`src/sv/btex_pkg.sv`:
```
// Shared types and constants for the bilinear texture sampler.
// No dependencies; every other file of the block imports this package.
`timescale 1ns / 1ps
`default_nettype none

package btex_pkg;

  localparam int DIM_W       = 9;               // tex_width / tex_height
  localparam int COORD_W     = 18;              // signed Q2.16 coordinate
  localparam int FRAC_W      = 16;              // fraction bits of Q2.16
  localparam int UNIT_W      = FRAC_W + 1;      // clamped coordinate, 0 .. 1.0
  localparam int POS_W       = DIM_W + 1;       // integer part after scaling
  localparam int SCALED_W    = UNIT_W + DIM_W;  // coordinate times (size - 1)
  localparam int ROW_W       = POS_W + DIM_W + 1;
  localparam int CH_W        = 8;
  localparam int NUM_CH      = 3;
  localparam int TEXEL_W     = NUM_CH * CH_W;
  localparam int WADDR_W     = 16;
  localparam int OUT_W       = 24;
  localparam int LERP_W      = UNIT_W + CH_W;
  localparam int MIX_W       = UNIT_W + OUT_W;
  localparam int NUM_TAPS    = 4;
  localparam int CFG_IDX_W   = 2;
  localparam int QUEUE_DEPTH = 4;
  localparam int QPTR_W      = 2;

  localparam logic [UNIT_W-1:0] ONE_Q16 = 17'h10000;
  localparam logic [OUT_W-1:0]  OUT_MAX = 24'hFF0000;

  localparam logic [CFG_IDX_W-1:0] REG_TEX_WIDTH  = 2'd0;
  localparam logic [CFG_IDX_W-1:0] REG_TEX_HEIGHT = 2'd1;

  typedef enum logic {
    OP_WRITE  = 1'b0,
    OP_SAMPLE = 1'b1
  } btex_op_t;

  // Texture size as seen by the datapath, already limited to the maximum.
  typedef struct packed {
    logic [DIM_W-1:0] w;
    logic [DIM_W-1:0] wm1;
    logic [DIM_W-1:0] hm1;
    logic             no_tex;
  } btex_dims_t;

  // One classified item as it sits in the queue.
  typedef struct packed {
    logic                is_sample;
    logic                no_tex;
    logic [SCALED_W-1:0] fx;
    logic [SCALED_W-1:0] fy;
    logic [WADDR_W-1:0]  waddr;
    logic [TEXEL_W-1:0]  texel;
  } btex_item_t;

  typedef struct packed {
    logic            full;
    logic            empty;
    logic [QPTR_W:0] count;
  } btex_qstat_t;

endpackage

`default_nettype wire

```
`src/sv/btex_queue.sv`:
```
// Short register FIFO that decouples the front end from the back end.
// Depends on btex_pkg for the item type and depth.
`timescale 1ns / 1ps
`default_nettype none

module btex_queue
  import btex_pkg::*;
(
  input  logic        clk,
  input  logic        rst,
  input  logic        push,
  input  btex_item_t  push_item,
  input  logic        pop,
  output btex_item_t  head,
  output btex_qstat_t stat
);

  btex_item_t        entries [QUEUE_DEPTH];
  logic [QPTR_W-1:0] wr_ptr;
  logic [QPTR_W-1:0] rd_ptr;
  logic [QPTR_W:0]   count;
  logic [QPTR_W:0]   count_next;

  assign stat.count = count;
  assign stat.full  = (count == (QPTR_W+1)'(QUEUE_DEPTH));
  assign stat.empty = (count == '0);
  assign head       = entries[rd_ptr];

  always_comb begin
    count_next = count;
    if (push && !pop) begin
      count_next = count + (QPTR_W+1)'(1);
    end else if (pop && !push) begin
      count_next = count - (QPTR_W+1)'(1);
    end
  end

  always_ff @(posedge clk) begin
    if (rst) begin
      wr_ptr <= '0;
      rd_ptr <= '0;
      count  <= '0;
    end else begin
      if (push) begin
        wr_ptr <= wr_ptr + QPTR_W'(1);
      end
      if (pop) begin
        rd_ptr <= rd_ptr + QPTR_W'(1);
      end
      count <= count_next;
    end
  end

  always_ff @(posedge clk) begin
    if (push) begin
      entries[wr_ptr] <= push_item;
    end
  end

endmodule

`default_nettype wire

```
`config.mk`:
```
export PLATFORM = sky130hd
export DESIGN_NAME = btex_queue
export DESIGN_NICKNAME = d
export VERILOG_FILES = /design/src/sv/btex_pkg.sv /design/src/sv/btex_queue.sv
export SDC_FILE = /design/constraint.sdc
export NUM_CORES = 1
export LEC_CHECK = 0
export BUFFER_PORTS_ARGS = -buffer_cell sky130_fd_sc_hd__buf_2
export CORE_ASPECT_RATIO = 1.2
export CORE_UTILIZATION = 60
export DETAILED_ROUTE_END_ITERATION = 10
export PLACE_DENSITY = 0.87
export SLEW_MARGIN = 20
export SYNTH_ARGS = -nofsm -noshare
export SYNTH_HDL_FRONTEND = slang
export SYNTH_SLANG_ARGS = --single-unit
```
`constraint.sdc`:
```
create_clock -name clk -period 7.6 [get_ports clk]
set_input_delay 1.14 -clock clk [delete_from_list [all_inputs] [get_ports clk]]
set_output_delay 1.14 -clock clk [all_outputs]
set_load 0.05 [all_outputs]
```
# Yosys cells after proc, flatten, opt, wreduce, memory -nomap -nowiden
# Memories as Yosys holds them, arrays and structs flattened. A register that Yosys moved wholly into a read port is not among the register bits.
# Index checks and enable logic that the tools add are counted.
# word_totals
register_bits	7
ramBits	376
in_bits	98
out_inout_bits	99
wordCells	21
mem_count	1
# classes
addsub	4
eq_ne	1
mux	6
n_reduce_logical	6
# mem_list
memory	words	word_bits	rd	rd_clocked_by_memory_dff	write_ports	line	text
entries	4	94	1	1	1	btex_queue.sv:18	btex_item_t entries [QUEUE_DEPTH];
# op_table
operator	count
$mux W3	2
$add A2 B1 Y2 const B	2
$mux W2	2
$add A3 B1 Y3 const B	1
$eq A3 B3 Y1 const B	1
$logic_not A3 Y1	1
$sub A3 B1 Y3 const B	1
$logic_and A1 B1 Y1	2
$logic_not A1 Y1	2
$mux W1	2
$reduce_bool A2 Y1	1

# Logic depth before layout (Yosys ltp)
# logic_depth
depth_word	4
mapped_depth	7
mapped_depth_nobuf	7

# Worst setup path after synthesis
# OpenSTA, ideal clock, no wires.
# synth_timing
path_type	in2reg
startpoint	input port push
endpoint	memory entries[0][0] (netlist bit) (enable)
setup_time_ps	463
arrival_time_ps	3315
required_time_ps	7137
setup_slack_ps	3822
stages	1
path_buffers	0
path_cell_list	and2_1
# synth_between
elab_chain_cells	2
# synth_lines
element	line	text
start: declaration	btex_queue.sv:11	input logic push,
$mux W1	btex_queue.sv:55	if (push) begin
$mux W1 (implied by the code)	btex_queue.sv:56	entries[wr_ptr] <= push_item;
end: declaration	btex_queue.sv:18	
# Every way passes these cells.

==> qor.csv <==
stage,metric,value,unit
cells_and_area,Post-Layout Cell Count,1098,
hold_path,number of stages on the worst hold path,2,
place,input/output buffers,196,
floorplanning,height of the die,169.7,um
worst_setup_path,CP max stage delay,0.75,ns
clocking,TritonCTS clock tree,yes,
drt,routed vias/inst,5.715,
global_route,overall routing resource usage,21.02,%
place,total half-perimeter wirelength after legalization and detailed placement,14370,um
drt,drt initial violations,363,
worst_setup_path,Critical Path RT,6.46,ns
cells_and_area,growth of design area from synthesis to finish,17.05,%
floorplanning,Horiz. Die Dim,141.7,um
job,count of maximum capacitance violations,0,
cells_and_area,Layout Cell Area excl Fill,16450,um2
floorplanning,total number of placement rows,61,
global_route,global routing met3 resource utilization,5.192,%
global_route,GRT busiest layer,met2,
place,standard cell area after detailed placement,15280,um2
place,worst slack at placement,4.089,ns
floorplanning,total die area,24050,um2
pwr,power density over cell area,298.6,nW/um2
cells_and_area,Multi-input gate area,2357,um2
timing,Tightest Pin Transition,0.9061,ns
drt,Detail Route Antenna Nets,0,
clocking,Worst-path clk slew,0.06,ns
hold_path,Hold Path Origin,count[2]$_SDFFE_PP0P_,
timing,Fmax,253.1,MHz
drt,mean routed wirelength per cell,22.30,um
clocking,total clock buffers created by CTS,36,
pwr,P_leak,0.005554,uW
cells_and_area,net count of the finished layout,858,
drt,total iterations of the first detailed-routing run,4,
global_route,remaining global-route overflow,0,
timing,RSZ-0062 raised after global routing,no,
worst_setup_path,kind of start point of the critical path,flop,
floorplanning,Initial Util,60.99,%
synthesis,Mean Syn Cell Area,26.28,um2
cells_and_area,fraction of final layout cells sized beyond drive strength 1,45.26,%
floorplanning,num ports,197,
timing,Clock Skew,0.008373,ns
worst_setup_path,slack of the worst reg-to-reg path,5.27,ns
floorplanning,Core Area,23050,um2
synthesis,synthesized cell area,14060,um2
worst_setup_path,endpoint of the worst setup timing path,head[44],
clocking,number of setup buffers added after CTS,0,
worst_setup_path,Worst Path Arrival,2.81,ns
clocking,"buffers from clock root to sink, at most",3,
timing,final critical-path setup slack,3.650,ns
worst_setup_path,cells traversed along the worst timing path,"buf_4, mux4_2, buf_2",
worst_setup_path,depth of the most critical reg-to-reg path,4,
worst_setup_path,CP max FO,33,
clocking,H-tree level count,2,
worst_setup_path,Worst R2R Start,wr_ptr[0]$_SDFFE_PP0P_,
worst_setup_path,cell with the largest stage delay on the worst path,dfxtp_4,
worst_setup_path,WS Path Type,reg2out,
clocking,Post-CTS Hold Buffers,0,
synthesis,number of distinct library cells after synthesis,23,
drt,DRC violations left,0,
worst_setup_path,CP endpoint kind,output port,
drt,total detailed-routing wirelength,24490,um
timing,post-layout min period,3.950,ns
clocking,count of instances resized after the clock tree is built,0,
status,result of the run,"complete, no violations",
global_route,met2 track demand over resource,35.19,%
pwr,power consumption,4913,uW
timing,final clock period utilization by the worst path,51.98,%
synthesis,share of the yosys chip area belonging to registers,81.60,%
synthesis,Mapped Cells,535,
drt,count of vias placed by the detailed router,6275,
timing,number of hold violations in the final report,0,
cells_and_area,# fillers,1371,
timing,fin. max-slew vios,0,
global_route,global routing met1 resource utilization,27.27,%
synthesis,synthesis warning total,0,
timing,Max transition margin,39.59,%
global_route,vias in the first global route,6646,
clocking,worst-skew pair later-pin latency,0.50,ns
synthesis,post-synthesis net count,639,
hold_path,min-delay worst type,reg2reg,
pwr,Max rail drop VDD,0.0002160,V
global_route,initial antenna violation count,1,
worst_setup_path,endpoint of the most critical register-to-register path,entries[0][81]$_DFFE_PP_,
synthesis,register bit count reported by yosys,385,
timing,setup TNS,0,ns
global_route,maximum number of pins on one net before global-route repair,62,
cells_and_area,footprint of the flip-flops and latches,11480,um2
timing,final setup vio count,0,
clocking,Sink Count,385,
global_route,first-pass GRT wire length,37120,um
place,Post-Place Cells,1031,
clocking,cell chosen for the clock root,clkbuf_16,
place,placer congestion estimate,0.7352,
[per-stage QoR]
stage / util (%) / hold slack, ns
6_report: 71.38 / 0.5238
2_1_floorplan: - / 0.4847
5_1_grt: 71.35 / 0.5427
3_5_place_dp: 66.28 / 0.5140
3_3_place_gp: 66.28 / 0.4887
4_1_cts: 71.35 / 0.5250
[routing by layer]
metal,vias up,wire [um]
met4,0,589
met2,226,12520
met5,-,0
met3,47,1595
li1,2738,-
met1,3264,9782
[cell usage in the layout, fill, tap and decap left out, drive strengths merged, types with 2 or more instances in the layout]
| cell | synthesis | layout |
|---|---|---|
| xor2 | 3 | 3 |
| bufinv | 0 | 4 |
| and2 | 4 | 4 |
| mux4 | 94 | 94 |
| dfxtp | 9 | 9 |
| edfxtp | 376 | 376 |
| inv | 4 | 5 |
| diode | 0 | 3 |
| nor2 | 7 | 7 |
| mux2i | 2 | 2 |
| xnor2 | 2 | 2 |
| clkbuf | 1 | 47 |
| buf | 21 | 203 |
| clkinv | 0 | 11 |
| ha | 5 | 5 |
[critical path, delay by kind of cell (launching register included)]
kind / cells / cell delay, ns
buf+inv: 2 / 0.89
flops: 1 / 0.75
mux: 1 / 0.60
[where the power goes]
part | internal (uW) | switching, uW
logic | 198 | 474
clock network | 1050 | 710
registers | 2440 | 42.7
total | 3690 | 1230
[worst min-delay path by stage]
stage,end
after CTS,count[2]$_SDFFE_PP0P_
after floorplan,flop
after global placement,count[2]$_SDFFE_PP0P_
after global routing,count[2]$_SDFFE_PP0P_
final,count[2]$_SDFFE_PP0P_
after detailed placement,count[2]$_SDFFE_PP0P_
[synth_stat cells, drive strengths merged]
master | count | area share, %
mux2i | 2 | 0.14
xnor2 | 2 | 0.12
nor2 | 7 | 0.19
edfxtp | 376 | 80
fa | 1 | 0.14
xor2 | 3 | 0.19
dfxtp | 9 | 1.3
nand2 | 1 | 0.027
inv | 4 | 0.11
nor3b | 1 | 0.053
nor3 | 1 | 0.036
and2 | 4 | 0.18
buf | 21 | 1.6
ha | 5 | 0.45
clkbuf | 1 | 0.027
a21oi | 1 | 0.036
o21ai | 1 | 0.036
mux4 | 94 | 15
or3 | 1 | 0.045
[cell families (layout without fill, tap and decap cells)]
| logic type | count (synthesis) | count (layout) | share of synthesized area [%] |
|---|---|---|---|
| AO/OA/AOI/OAI | 2 | 2 | 0.07114 |
| XOR/XNOR | 5 | 5 | 0.3116 |
| adder cells (fa/ha/maj) | 6 | 6 | 0.5875 |
| buffers and inverters | 26 | 271 | 1.700 |
| flip-flops | 385 | 385 | 81.60 |
| multiplexers | 96 | 96 | 15.20 |
| other | 0 | 3 | 0 |
| AND/OR/NAND/NOR | 15 | 15 | 0.5251 |
[cell type report]
class	count	share of cell area, %
diodes	3	0.04563
clock inverters	17	1.118
repair buffers	203	6.281
inverters	4	0.09125
flip-flops and latches	385	69.76
clock buffers	47	5.977
multi-input cells	124	14.33
well taps	315	2.395
[flip-flops by register name, indices dropped and copies added, names as in the netlist, named ones only]
name	cells
rd_ptr	2
wr_ptr	2
entries	376
count	3
Note: power is estimated with default switching activity, not from simulation.
