### src/sv/btex_pkg.sv
// Shared types and constants for the bilinear texture sampler.
// No dependencies; every other file of the block imports this package.
`timescale 1ns / 1ps
`default_nettype none

package btex_pkg;

  localparam int DIM_W       = 9;               // tex_width / tex_height
  localparam int COORD_W     = 18;              // signed Q2.16 coordinate
  localparam int FRAC_W      = 16;              // fraction bits of Q2.16
  localparam int UNIT_W      = FRAC_W + 1;      // clamped coordinate, 0 .. 1.0
  localparam int POS_W       = DIM_W + 1;       // integer part after scaling
  localparam int SCALED_W    = UNIT_W + DIM_W;  // coordinate times (size - 1)
  localparam int ROW_W       = POS_W + DIM_W + 1;
  localparam int CH_W        = 8;
  localparam int NUM_CH      = 3;
  localparam int TEXEL_W     = NUM_CH * CH_W;
  localparam int WADDR_W     = 16;
  localparam int OUT_W       = 24;
  localparam int LERP_W      = UNIT_W + CH_W;
  localparam int MIX_W       = UNIT_W + OUT_W;
  localparam int NUM_TAPS    = 4;
  localparam int CFG_IDX_W   = 2;
  localparam int QUEUE_DEPTH = 4;
  localparam int QPTR_W      = 2;

  localparam logic [UNIT_W-1:0] ONE_Q16 = 17'h10000;
  localparam logic [OUT_W-1:0]  OUT_MAX = 24'hFF0000;

  localparam logic [CFG_IDX_W-1:0] REG_TEX_WIDTH  = 2'd0;
  localparam logic [CFG_IDX_W-1:0] REG_TEX_HEIGHT = 2'd1;

  typedef enum logic {
    OP_WRITE  = 1'b0,
    OP_SAMPLE = 1'b1
  } btex_op_t;

  // Texture size as seen by the datapath, already limited to the maximum.
  typedef struct packed {
    logic [DIM_W-1:0] w;
    logic [DIM_W-1:0] wm1;
    logic [DIM_W-1:0] hm1;
    logic             no_tex;
  } btex_dims_t;

  // One classified item as it sits in the queue.
  typedef struct packed {
    logic                is_sample;
    logic                no_tex;
    logic [SCALED_W-1:0] fx;
    logic [SCALED_W-1:0] fy;
    logic [WADDR_W-1:0]  waddr;
    logic [TEXEL_W-1:0]  texel;
  } btex_item_t;

  typedef struct packed {
    logic            full;
    logic            empty;
    logic [QPTR_W:0] count;
  } btex_qstat_t;

endpackage

`default_nettype wire

### src/sv/btex_front.sv
// Front end: input register, item classification, coordinate clamp and scale.
// Depends on btex_pkg; feeds btex_queue.
`timescale 1ns / 1ps
`default_nettype none

module btex_front
  import btex_pkg::*;
(
  input  logic                      clk,
  input  logic                      rst,
  input  logic                      in_valid,
  output logic                      in_stall,
  input  logic                      opcode,
  input  logic signed [COORD_W-1:0] coord_u,
  input  logic signed [COORD_W-1:0] coord_v,
  input  logic [WADDR_W-1:0]        texel_addr,
  input  logic [TEXEL_W-1:0]        texel,
  input  btex_dims_t                dims,
  input  logic                      q_full,
  output logic                      push,
  output btex_item_t                push_item
);

  function automatic logic [UNIT_W-1:0] clamp_unit(input logic [COORD_W-1:0] raw);
    logic [UNIT_W-1:0] res;
    if (raw[COORD_W-1]) begin
      res = '0;
    end else if (raw[UNIT_W-1:0] > ONE_Q16) begin
      res = ONE_Q16;
    end else begin
      res = raw[UNIT_W-1:0];
    end
    return res;
  endfunction

  logic                 f_valid;
  btex_op_t             f_op;
  logic [COORD_W-1:0]   f_u;
  logic [COORD_W-1:0]   f_v;
  logic [WADDR_W-1:0]   f_addr;
  logic [TEXEL_W-1:0]   f_texel;
  logic                 accept;
  logic [UNIT_W-1:0]    u_c;
  logic [UNIT_W-1:0]    v_c;

  assign in_stall = f_valid && q_full;
  assign accept   = in_valid && !in_stall;
  assign push     = f_valid && !q_full;

  always_ff @(posedge clk) begin
    if (rst) begin
      f_valid <= 1'b0;
    end else if (accept) begin
      f_valid <= 1'b1;
    end else if (push) begin
      f_valid <= 1'b0;
    end
  end

  always_ff @(posedge clk) begin
    if (accept) begin
      f_op    <= btex_op_t'(opcode);
      f_u     <= coord_u;
      f_v     <= coord_v;
      f_addr  <= texel_addr;
      f_texel <= texel;
    end
  end

  always_comb begin
    u_c                 = clamp_unit(f_u);
    v_c                 = clamp_unit(f_v);
    push_item.is_sample = (f_op == OP_SAMPLE);
    push_item.no_tex    = dims.no_tex;
    push_item.fx        = SCALED_W'(u_c) * SCALED_W'(dims.wm1);
    push_item.fy        = SCALED_W'(v_c) * SCALED_W'(dims.hm1);
    push_item.waddr     = f_addr;
    push_item.texel     = f_texel;
  end

endmodule

`default_nettype wire

### config.mk
export PLATFORM = sky130hd
export DESIGN_NAME = btex_front
export DESIGN_NICKNAME = d
export VERILOG_FILES = /design/src/sv/btex_pkg.sv /design/src/sv/btex_front.sv
export SDC_FILE = /design/constraint.sdc
export NUM_CORES = 1
export LEC_CHECK = 0
export ABC_CLOCK_PERIOD_IN_PS = 5750
export BUFFER_PORTS_ARGS = -buffer_cell sky130_fd_sc_hd__buf_2
export CAP_MARGIN = 5
export CORE_ASPECT_RATIO = 1.5
export CORE_UTILIZATION = 54
export DETAILED_ROUTE_END_ITERATION = 16
export PLACE_DENSITY_LB_ADDON = 0.15
export SLEW_MARGIN = 20
export SYNTH_ARGS = -nofsm -noshare
export SYNTH_HDL_FRONTEND = slang
export SYNTH_SLANG_ARGS = --single-unit
### constraint.sdc
create_clock -name clk -period 5.75 [get_ports clk]
set_input_delay 0.575 -clock clk [delete_from_list [all_inputs] [get_ports clk]]
set_output_delay 0.575 -clock clk [all_outputs]
set_load 0.05 [all_outputs]
Word-level counts from Yosys, hierarchy flattened
Index checks and enable logic that the tools add are counted.
W data, S select, Z words.
{"block": "totals", "register_bits": 78, "latch_bits": 0, "mem_bits_rw": 0, "mem_bits_ro": 0, "in_bits": 109, "n_memories": 0}
{"block": "op_classes", "addsub": 0, "mul": 2, "n_div": 0, "order_cmp": 2, "eq_ne": 0, "n_shift": 0, "muxes": 6, "bitwise": 0, "n_reduce_logical": 6}
{"op": "$mux W17", "n": 4}
{"op": "$mul A17 B9 Y26", "n": 2}
{"op": "$gt A17 B17 Y1 const B", "n": 2}
{"op": "$logic_and A1 B1 Y1", "n": 3}
{"op": "$logic_not A1 Y1", "n": 2}
{"op": "$mux W1", "n": 2}
{"op": "$reduce_bool A2 Y1", "n": 1}

Longest topological paths before layout
Gate-level depths: netlist of run 1.
{"block": "depth", "depth_word": 4, "depth_mapped": 24, "depth_no_buf": 21}

Worst setup path after synthesis of run 1
Ideal clock, no wire load.
{"block": "synth_timing", "kind": "reg-to-output", "from": "register f_u[13]", "to": "output push_item[89] (netlist bit)", "arrival_time_ns": 6.238, "required_ns": 5.175, "setup_slack_ns": -1.063, "stages_incl_launch_ff": 24, "n_path_buf": 4, "cell_sequence": "edfxtp_1 > clkbuf_1 > nor4_1 > nand4_1 > a21oi_1 > and2_1 > buf_2 > buf_4 > nand2_1 > fa_1 > inv_1 > fa_1 > fa_1 > inv_1 > fa_1 > inv_1 > ha_1 > buf_2 > a21o_1 > a211oi_1 > and3_1 > a21oi_1 > o211a_1 > a211oi_1"}
{"element": "from (decl)", "line_no": "btex_front.sv:38", "text": "logic [COORD_W-1:0] f_u;"}
{"element": "from (signal assigned)", "line_no": "btex_front.sv:63", "text": "f_u <= coord_u;"}
{"element": "to (decl)", "line_no": "btex_front.sv:21", "text": "output btex_item_t push_item"}

==> impl_metrics.py, run 1 <==
metrics = {
    "status": {
        "status": "complete, but fails checks",
        "violations": "setup timing",
    },
    "synthesis": {
        "syn_area_um2": 12720,
        "ys_ff_latch": 78,
        "avgSynthCellArea_um2": 9.370,
        "synth_largest_area_cell": "fa_1",
        "synthMostInstantiatedCell": "inv_1",
        "async_flop_share": 0,
        "synth_area_leaders": "fa_1 33%, edfxtp_1 18%, ha_1 9.0%",
        "yosysTopAreaCellShare": 0.3335,
        "ys.flop_type": "edfxtp_1",
        "synth_edf_count": 77,
        "synth_commonest_cells": "263 x inv_1, 212 x fa_1, 172 x and3_1, 160 x nand2_1, 92 x ha_1",
        "synth_nets": 1771,
        "yosysSeqAreaShare": 0.1833,
        "yosys_warnings": 0,
        "ys_types": 61,
        "netlist_instances": 1358,
    },
    "sta": {
        "whs_ps": 395.7,
        "fmax_mhz": 153.2,
        "relSlewSlack": 0.5893,
        "final_hold_viol_count": 0,
        "rsz0062_at_grt": "yes",
        "worst_slack_ps": -779.3,
        "min_period_ps": 6529,
        "slew_viol_final": 0,
        "tightest_slew_ps": 614.8,
        "min_period_over_period": 1.136,
        "setup_violations": 33,
        "fin_skew_ps": 5.877,
    },
    "clocking": {
        "cts_tree": "done",
        "numCtsBuffers": 9,
        "clk_latency_ps": 330,
        "clockBufferDepth": 2,
        "cts.clk_slew.worst_paths_ps": 60,
        "postCtsHoldBufs": 0,
        "cts.sinks": 78,
        "cts-root-buf": "clkbuf_16",
        "htreeDepth": 3,
    },
    "power_and_ir_drop": {
        "internal_power_mw": 1.997,
        "clockPowerShare": 0.151,
        "combPwrFrac": 0.659,
        "p_sw_mw": 1.603,
        "vdd_drop_max_uv": 274.8,
        "seqPwrFrac": 0.190,
        "powerDensity_nw_per_um2": 200.5,
        "p_leak_nw": 9.395,
        "switching_share": 0.4453,
    },
    "floorplan": {
        "dieWidth_um": 127.3,
        "die-area_um2": 24190,
        "boundaryPins": 205,
        "chipHeight_um": 190.0,
        "num_rows": 68,
        "start_util": 0.5519,
        "core_um2": 23060,
    },
    "grt": {
        "grt_overflow": 0,
        "grt_pass1_vias": 12460,
        "antenna_found_initial": 1,
        "grt_usage": 0.3208,
        "grt_max_degree": 41,
        "grt_pass1_wl_um": 59810,
    },
    "route": {
        "viasPerCell": 5.539,
        "ant_nets": 0,
        "drtPass1Iterations": 6,
        "num_vias": 11330,
        "drt_iter0_drc": 658,
        "drc_errors": 0,
        "wl_um": 37410,
        "wire_per_inst_um": 18.29,
    },
    "placement": {
        "place_congestion": 0.8822,
        "portBuffers": 193,
        "post-place-ws_ps": -508.8,
        "dp_hpwl_um": 28860,
    },
    "worst_setup_path": {
        "crit_path_start_kind": "flip-flop",
        "reg2reg_from": "f_valid",
        "timing.rr.end": "f_u[11]",
        "worst-endpoint-required_ps": 5180,
        "crit_fanout": 12,
        "end_kind": "primary output",
        "r2r_setup_slack_ps": 3860,
        "worstSetupPathType": "reg2out",
        "cp-startpoint": "f_v[12]",
        "endpoint": "push_item[65]",
        "rr_worst_depth": 3,
        "cp_data_arrival_time_ps": 5950,
    },
    "hold_path": {
        "hold_class": "in2reg",
    },
    "cells_and_area": {
        "drive_gt1_frac": 0.3962,
        "nets": 2137,
        "fillers": 1539,
        "syn_to_final_growth_pct": 41.11,
    },
    "flow_run": {
        "drv_cap": 0,
    },
}
## placed cells by master (no fill, tap or decap), types with 9 or more instances in the layout
cell type,synthesis,layout
nor2_2,0,11
xnor2_2,0,9
a21oi_1,41,22
a21o_1,16,16
nand3_1,14,11
buf_6,1,58
and2_1,33,18
inv_2,0,22
clkbuf_16,0,11
buf_2,10,156
and3_1,172,161
a21oi_2,1,10
ha_4,0,28
nand2_4,0,10
edfxtp_1,77,77
and3_4,0,11
buf_4,18,207
inv_1,263,241
nor2_1,37,25
and2_4,0,16
buf_12,0,13
nand2_1,160,136
nand2_2,0,14
a21oi_4,0,10
ha_1,92,62
fa_1,212,205
## critical path, cell delays in order (launching register included)
cell and delay, ps:
edfxtp_1 410, nor4_2 310, nand4_1 220, a21oi_4 220
buf_12 140, buf_6 130, buf_12 130, and3_4 190
fa_1 450, fa_1 510, fa_1 490, inv_1 50
fa_1 490, inv_2 50, ha_4 210, a211oi_2 210
o211ai_1 120, buf_4 170, a32oi_4 300, a31oi_4 130
or4_4 440, nand3_4 90, buf_8 140
## layer usage
layer / global-route usage / vias to the layer above / part of all wire / wire (um)
met1: 0.2938 / 5660 / 0.31 / 11690
met2: 0.6559 / 426 / 0.58 / 21690
met4: 0.1900 / 0 / 0.070 / 2611
met3: 0.03600 / 173 / 0.038 / 1413
met5: 0 / - / 0 / 0
li1: - / 5068 / - / -
## layout make-up
class | count | area, um2 | area share
Clock buffer | 11 | 232.7 | 0.01296
Timing Repair Buffer | 444 | 3473 | 0.1934
Sequential cell | 78 | 2332 | 0.1299
Tap cell | 315 | 394.1 | 0.02195
Clock inverter | 5 | 50.05 | 0.002787
Antenna cell | 1 | 2.502 | 0.0001394
Inverter | 263 | 987.2 | 0.05498
Multi-Input combinational cell | 928 | 10480 | 0.5839
## flip-flops by register name, indices dropped and copies added (netlist names)
signal	flops
f_v	18
f_u	18
f_op	1
f_valid	1
f_addr	16
f_texel	24
## logic make-up (layout without fill, tap and decap cells)
logic type,count (synthesis),in the layout,share of synthesized area
and+or+nand+nor,458,459,0.1861
buffers and inverters,353,723,0.1111
adders and majority gates,304,304,0.4240
AOI/OAI and AO/OA,129,129,0.07031
DFF,78,78,0.1833
xor gates and xnor gates,32,32,0.02203
muxes,4,4,0.003147
other,0,1,0
## metrics by stage
step | util | power (mW) | setup TNS [ps] | std cells | instance area [um2]
2_1_floorplan | - | 2.111 | -1866 | 1358 | 13580
3_3_place_gp | 0.6929 | 2.659 | -8010 | 1977 | 15980
3_5_place_dp | 0.6929 | 2.689 | -10100 | 1977 | 15980
4_1_cts | 0.7549 | 3.506 | -15660 | 2027 | 17410
5_1_grt | 0.7787 | 3.805 | -23810 | 2044 | 17950
6_report | 0.7788 | 3.599 | -16370 | 2045 | 17960
## power by group through the flow
stage | Clock [mW] | Sequential [mW] | Combinational, mW
final | 0.543 | 0.682 | 2.37
after global routing | 0.571 | 0.685 | 2.55
after floorplan | 0 | 0.747 | 1.36
after detailed placement | 0 | 0.692 | 2.00
after global placement | 0 | 0.691 | 1.97
after CTS | 0.547 | 0.682 | 2.28
## worst min-delay path by stage
stage,startpoint,end,slack (ps),cells past startpoint
after floorplan,rst,f_valid,650,1
after detailed placement,f_valid,f_valid,650,3
after CTS,rst,f_valid,390,2
final,rst,f_valid,400,2
after global routing,coord_v[11],f_v[11],400,1
after global placement,f_valid,f_valid,640,3
## timing repair
| action | CTS | global route |
|---|---|---|
| cloned | 4 | 2 |
| pin swaps | 97 | 77 |
| gates resized for setup | 203 | 97 |
| setup buffers | 30 | 19 |
| endpoints found under the setup margin | 37 | 39 |
Power figures use the tool's default switching activity.
==> run 2, diff against run 1 <==
- CORE_MARGIN: default -> 2
- REMOVE_ABC_BUFFERS: default -> 1
==> run 2 against run 1 <==
Net effect: largest power group unchanged; flip-flop and latch count unchanged; the run still ends with setup timing left; first-iteration DRC count down 15%; non-clock buffer count up 15; die area rose by 2.6%; critical endpoint unchanged; via count shrank 0.92%; design area fell by 0.45%; clock-buffer cell count shrank 2.
==> impl_metrics.py, run 2 (same netlist as run 1, synthesis figures left out) <==
metrics = {
    "worst_setup_path": {
        "worst-endpoint-required_ps": 5180,
        "cp_data_arrival_time_ps": 6010,
        "crit_path_start_kind": "flip-flop",
        "end_kind": "primary output",
        "worstSetupPathType": "reg2out",
        "crit_fanout": 4,
    },
    "clocking": {
        "numCtsBuffers": 9,
        "clockBufferDepth": 2,
        "cts.clk_slew.worst_paths_ps": 70,
        "cts.sinks": 78,
        "cts_tree": "done",
        "clk_latency_ps": 360,
        "htreeDepth": 3,
        "postCtsHoldBufs": 0,
        "cts-root-buf": "clkbuf_16",
    },
    "sta": {
        "tightest_slew_ps": 996.9,
        "worst_slack_ps": -838.0,
        "min_period_over_period": 1.146,
        "tns_ps": -21450,
        "setup_violations": 36,
        "final_hold_viol_count": 0,
        "slew_viol_final": 0,
        "fin_skew_ps": 9.660,
        "fmax_mhz": 151.8,
        "relSlewSlack": 0.3340,
        "rsz0062_at_grt": "yes",
        "min_period_ps": 6588,
    },
    "route": {
        "wire_per_inst_um": 18.15,
        "drt_iter0_drc": 562,
        "num_vias": 11220,
        "wl_um": 37420,
        "drtPass1Iterations": 5,
        "ant_nets": 0,
        "drc_errors": 0,
        "viasPerCell": 5.445,
    },
    "power_and_ir_drop": {
        "powerDensity_nw_per_um2": 200.3,
        "p_leak_nw": 9.408,
        "total_power_mw": 3.580,
        "vdd_drop_max_uv": 267.8,
    },
    "placement": {
        "dp_hpwl_um": 27760,
        "portBuffers": 193,
        "post-place-ws_ps": -919.0,
        "place_congestion": 0.9170,
    },
    "grt": {
        "antenna_found_initial": 0,
        "grt_max_degree": 43,
        "grt_usage": 0.2998,
        "grt_pass1_wl_um": 57280,
        "grt_overflow": 0,
        "grt_pass1_vias": 11860,
    },
    "floorplan": {
        "chipHeight_um": 192.0,
        "start_util": 0.5519,
        "num_rows": 68,
        "core_um2": 23060,
        "dieWidth_um": 129.3,
        "die-area_um2": 24830,
        "boundaryPins": 205,
    },
    "cells_and_area": {
        "reg.largest.list": "f_texel: 24 flops, f_u: 18 flops, f_v: 18 flops",
        "largest_reg_flops": 24,
        "drive_gt1_frac": 0.4054,
        "nets": 2152,
        "syn_to_final_growth_pct": 40.48,
        "final_cell_mix": "233 x inv_1, 222 x buf_4, 202 x fa_1, 154 x buf_2, 151 x and3_1",
        "fillers": 1532,
        "regMostFlops": "f_texel",
        "seqCellArea_um2": 2332,
        "multi_input_area_um2": 10270,
        "final_common_cell": "inv_1",
    },
    "hold_path": {
        "hold_class": "in2reg",
    },
    "status": {
        "violations": "setup timing",
        "status": "complete, but fails checks",
    },
    "flow_run": {
        "drv_cap": 0,
    },
}
==> run 2: cell types whose count changed in the layout (fill, tap and decap cells not counted), moves of 5 or more <==
cell / previous run / this run
buf_4: 207 / 222
nand2_1: 136 / 131
buf_6: 58 / 63
a21oi_2: 10 / 15
buf_12: 13 / 6
xor2_1: 4 / 11
and3_1: 161 / 151
xnor2_1: 6 / 15
xor2_4: 6 / 0
inv_1: 241 / 233
xnor2_2: 9 / 2
and3_4: 11 / 21
inv_2: 22 / 30
nor2_2: 11 / 4
==> run 2: path summary, 6_finish.rpt <==
| path | start | endpoint | slack (ps) | depth (start not counted) |
|---|---|---|---|---|
| worst max-delay path | f_v[7] | push_item[65] | -840 | 23 |
| worst min-delay path | coord_v[13] | f_v[13] | 380 | 1 |
| worst max register to register | f_valid | f_u[3] | 3480 | 3 |
| worst min register to register | f_valid | f_valid | 680 | 3 |
==> run 2: through the flow <==
stage	utilization	std cells	cell area (um2)	hold slack [ps]
6_report	0.7753	2061	17880	380.6
5_1_grt	0.7751	2059	17870	372.7
2_1_floorplan	-	1268	12300	647.4
3_5_place_dp	0.6634	1987	15300	647.8
3_3_place_gp	0.6634	1987	15300	635.7
4_1_cts	0.7437	2037	17150	346.6
==> run 2: final cells by class <==
| class | count | area share |
|---|---|---|
| diodes | 2 | 0.0002800 |
| clock buffers | 9 | 0.01260 |
| clock inverters | 7 | 0.004480 |
| inverters | 263 | 0.05523 |
| multi-input cells | 928 | 0.5744 |
| flip-flops and latches | 78 | 0.1305 |
| well taps | 315 | 0.02205 |
| repair buffers | 459 | 0.2005 |
==> run 2: critical path: stages, from the launching register on <==
cell and delay, ps:
edfxtp_1 430, nor4_1 300, nand4_1 180, a21oi_4 230
buf_6 130, and2_4 180, buf_6 120, nand2_4 50
fa_1 560, inv_1 60, fa_1 480, fa_1 550
inv_1 50, fa_1 490, inv_2 50, ha_4 170
a211oi_2 180, o211ai_1 140, buf_4 190, a32oi_4 310
a31oi_4 140, or4_4 440, nand3_2 80, buf_6 150
==> run 2: per-layer routing <==
layer | up-vias | global-route usage | wire length, um
li1 | 5103 | - | -
met2 | 368 | 0.5715 | 20860
met5 | - | 0 | 0
met3 | 154 | 0.03733 | 1404
met1 | 5598 | 0.3043 | 12670
met4 | 0 | 0.1823 | 2479
==> run 2: report_power, final <==
group	leakage [nW]	internal, mW	switching [mW]
registers	0.753	0.666	0.0161
clock network	0.148	0.342	0.263
logic	8.51	0.948	1.35
==> run 2: timing repair <==
action / CTS / global route
resized for setup: 270 / 136
pin swaps: 129 / 90
endpoints found under the setup margin: 40 / 40
setup buffers: 31 / 21
gates cloned: 7 / 4
==> run 3, diff against run 2 <==
--- a/config.mk
+++ b/config.mk
@@ -12,3 +12,3 @@
 export CORE_MARGIN = 2
-export CORE_UTILIZATION = 54
+export CORE_UTILIZATION = 40
 export DETAILED_ROUTE_END_ITERATION = 16
==> constraint.sdc (replaced) <==
create_clock -name clk -period 5.75 [get_ports clk]
set_input_delay 0.8625 -clock clk [delete_from_list [all_inputs] [get_ports clk]]
set_output_delay 0.8625 -clock clk [all_outputs]
set_load 0.05 [all_outputs]
==> run 3 against run 2 <==
Net effect: the run still ends with setup timing left; final cell count is 6.0% higher; first-iteration DRC count is 34% lower; combinational power increased by 4%; worst setup slack worse by 300 ps; critical path type unchanged; largest cell class unchanged.
==> impl_metrics.py, run 3 (same netlist as run 1, synthesis figures left out) <==
metrics = {
    "status": {
        "status": "complete, but fails checks",
        "violations": "setup timing",
    },
    "worst_setup_path": {
        "end_kind": "primary output",
        "timing.rr.end": "f_v[11]",
        "crit_path_start_kind": "flip-flop",
        "crit_fanout": 6,
        "r2r_setup_slack_ps": 3940,
        "cp_data_arrival_time_ps": 6030,
        "rr_worst_depth": 3,
        "worstSetupPathType": "reg2out",
        "reg2reg_from": "f_valid",
        "endpoint": "push_item[64]",
        "worst-endpoint-required_ps": 4890,
        "cp-startpoint": "f_v[8]",
    },
    "hold_path": {
        "hold_class": "reg2reg",
    },
    "cells_and_area": {
        "largest_reg_flops": 24,
        "regMostFlops": "f_texel",
        "syn_to_final_growth_pct": 44.61,
        "final_common_cell": "buf_4",
        "nets": 2180,
        "drive_gt1_frac": 0.4165,
        "reg.largest.list": "f_texel: 24 flops, f_u: 18 flops, f_v: 18 flops",
        "final_cell_mix": "245 x buf_4, 229 x inv_1, 204 x fa_1, 155 x and3_1, 151 x buf_2",
    },
    "grt": {
        "grtUsageMet2": 0.4640,
        "grt_pass1_vias": 12150,
        "grt_max_degree": 41,
        "grt_overflow": 0,
        "grt_pass1_wl_um": 59450,
        "antenna_found_initial": 3,
        "grt_usage": 0.2299,
        "gr-usage-met3": 0.02300,
        "grtUsageMet1": 0.2208,
        "grt-busiest-layer": "met2",
    },
    "floorplan": {
        "core_um2": 31530,
        "boundaryPins": 205,
        "start_util": 0.4036,
        "chipHeight_um": 222.4,
        "dieWidth_um": 149.6,
        "num_rows": 80,
        "die-area_um2": 33280,
    },
    "clocking": {
        "cts.sinks": 78,
        "clockBufferDepth": 2,
        "clk_latency_ps": 340,
        "numCtsBuffers": 9,
        "cts-root-buf": "clkbuf_16",
        "htreeDepth": 3,
        "cts.clk_slew.worst_paths_ps": 60,
        "cts_tree": "done",
    },
    "power_and_ir_drop": {
        "combPwrFrac": 0.664,
        "switching_share": 0.4416,
        "internal_power_mw": 2.000,
        "p_leak_nw": 9.640,
        "p_sw_mw": 1.581,
        "powerDensity_nw_per_um2": 194.6,
        "seqPwrFrac": 0.190,
        "clockPowerShare": 0.146,
        "vdd_drop_max_uv": 165.7,
        "total_power_mw": 3.581,
    },
    "route": {
        "num_vias": 11110,
        "drt_iter0_drc": 373,
        "drtPass1Iterations": 6,
        "ant_nets": 0,
        "viasPerCell": 5.085,
        "drc_errors": 0,
        "wl_um": 37570,
        "wire_per_inst_um": 17.20,
    },
    "sta": {
        "tightest_slew_ps": 519.4,
        "worst_slack_ps": -1143,
        "fmax_mhz": 145.1,
        "relSlewSlack": 0.6537,
        "setup_violations": 39,
        "whs_ps": 667.0,
        "min_period_over_period": 1.199,
        "final_hold_viol_count": 0,
        "rsz0062_at_grt": "yes",
        "fin_skew_ps": 8.649,
        "slew_viol_final": 0,
        "min_period_ps": 6893,
    },
    "placement": {
        "place_congestion": 0.8806,
        "portBuffers": 193,
        "dp_hpwl_um": 30310,
    },
    "flow_run": {
        "drv_cap": 0,
    },
}
run 3: layout make-up:
type | instances | area [um2]
fill | 2711 | 13130
multi-input combinational | 927 | 10200
timing repair buffer | 488 | 4099
sequential | 78 | 2332
inverter | 263 | 987.2
tap | 410 | 513.0
clock buffer | 10 | 229.0
clock inverter | 6 | 38.79
antenna | 2 | 5.005
run 3: per-stage QoR:
step	cell area, um2	utilization	setup TNS, ps	std cells	setup slack [ps]
2_1_floorplan	12300	-	-93440	1268	-3509
3_3_place_gp	15900	0.5041	-25770	2111	-1138
3_5_place_dp	15900	0.5041	-26950	2111	-1127
4_1_cts	17780	0.5640	-29520	2164	-1154
5_1_grt	18400	0.5835	-37400	2183	-1308
6_report	18400	0.5836	-29650	2184	-1143
run 3: critical path, stage by stage, from the launching register on:
cell      delay, ps
edfxtp_1        470
nor4_4          340
nand4_1         190
a21oi_4         240
buf_6           120
and2_4          190
buf_6           140
nand2_4          50
fa_1            550
inv_2            40
fa_1            530
fa_1            570
inv_2            40
fa_1            490
inv_2            50
ha_4            270
buf_6           110
buf_6            90
and3_4          170
a311o_1         230
o211ai_1        120
buf_4           160
and4b_1         180
nor3_2          180
buf_6           180
run 3: routing by layer:
metal  routed length [um]  vias up
met5                    0        -
met4                 2257        0
met3                 1151      115
met2                21700      277
met1                12460     5555
li1                     -     5159
run 3: timing repair:
action / CTS / global route
endpoints found under the setup margin: 41 / 42
hold buffers: 0 / 0
gates cloned: 13 / 1
setup buffers: 25 / 28
gates resized for setup: 265 / 137
pin swaps: 101 / 93
run 3: worst min-delay path by stage:
| stage | from | to | depth (start not counted) | slack (ps) |
|---|---|---|---|---|
| after floorplan | f_valid | f_valid | 3 | 830 |
| after global placement | f_valid | f_valid | 3 | 640 |
| after detailed placement | f_valid | f_valid | 3 | 660 |
| after CTS | rst | f_valid | 2 | 660 |
| after global routing | rst | f_valid | 2 | 660 |
| final | f_valid | f_valid | 3 | 670 |
run 3: power groups by stage:
stage	logic [mW]	clock network [mW]	registers, mW
3_3_place_gp	1.89	0	0.690
3_5_place_dp	1.90	0	0.692
5_1_grt	2.56	0.562	0.684
4_1_cts	2.24	0.540	0.681
6_report	2.38	0.523	0.681
2_1_floorplan	1.10	0	0.766
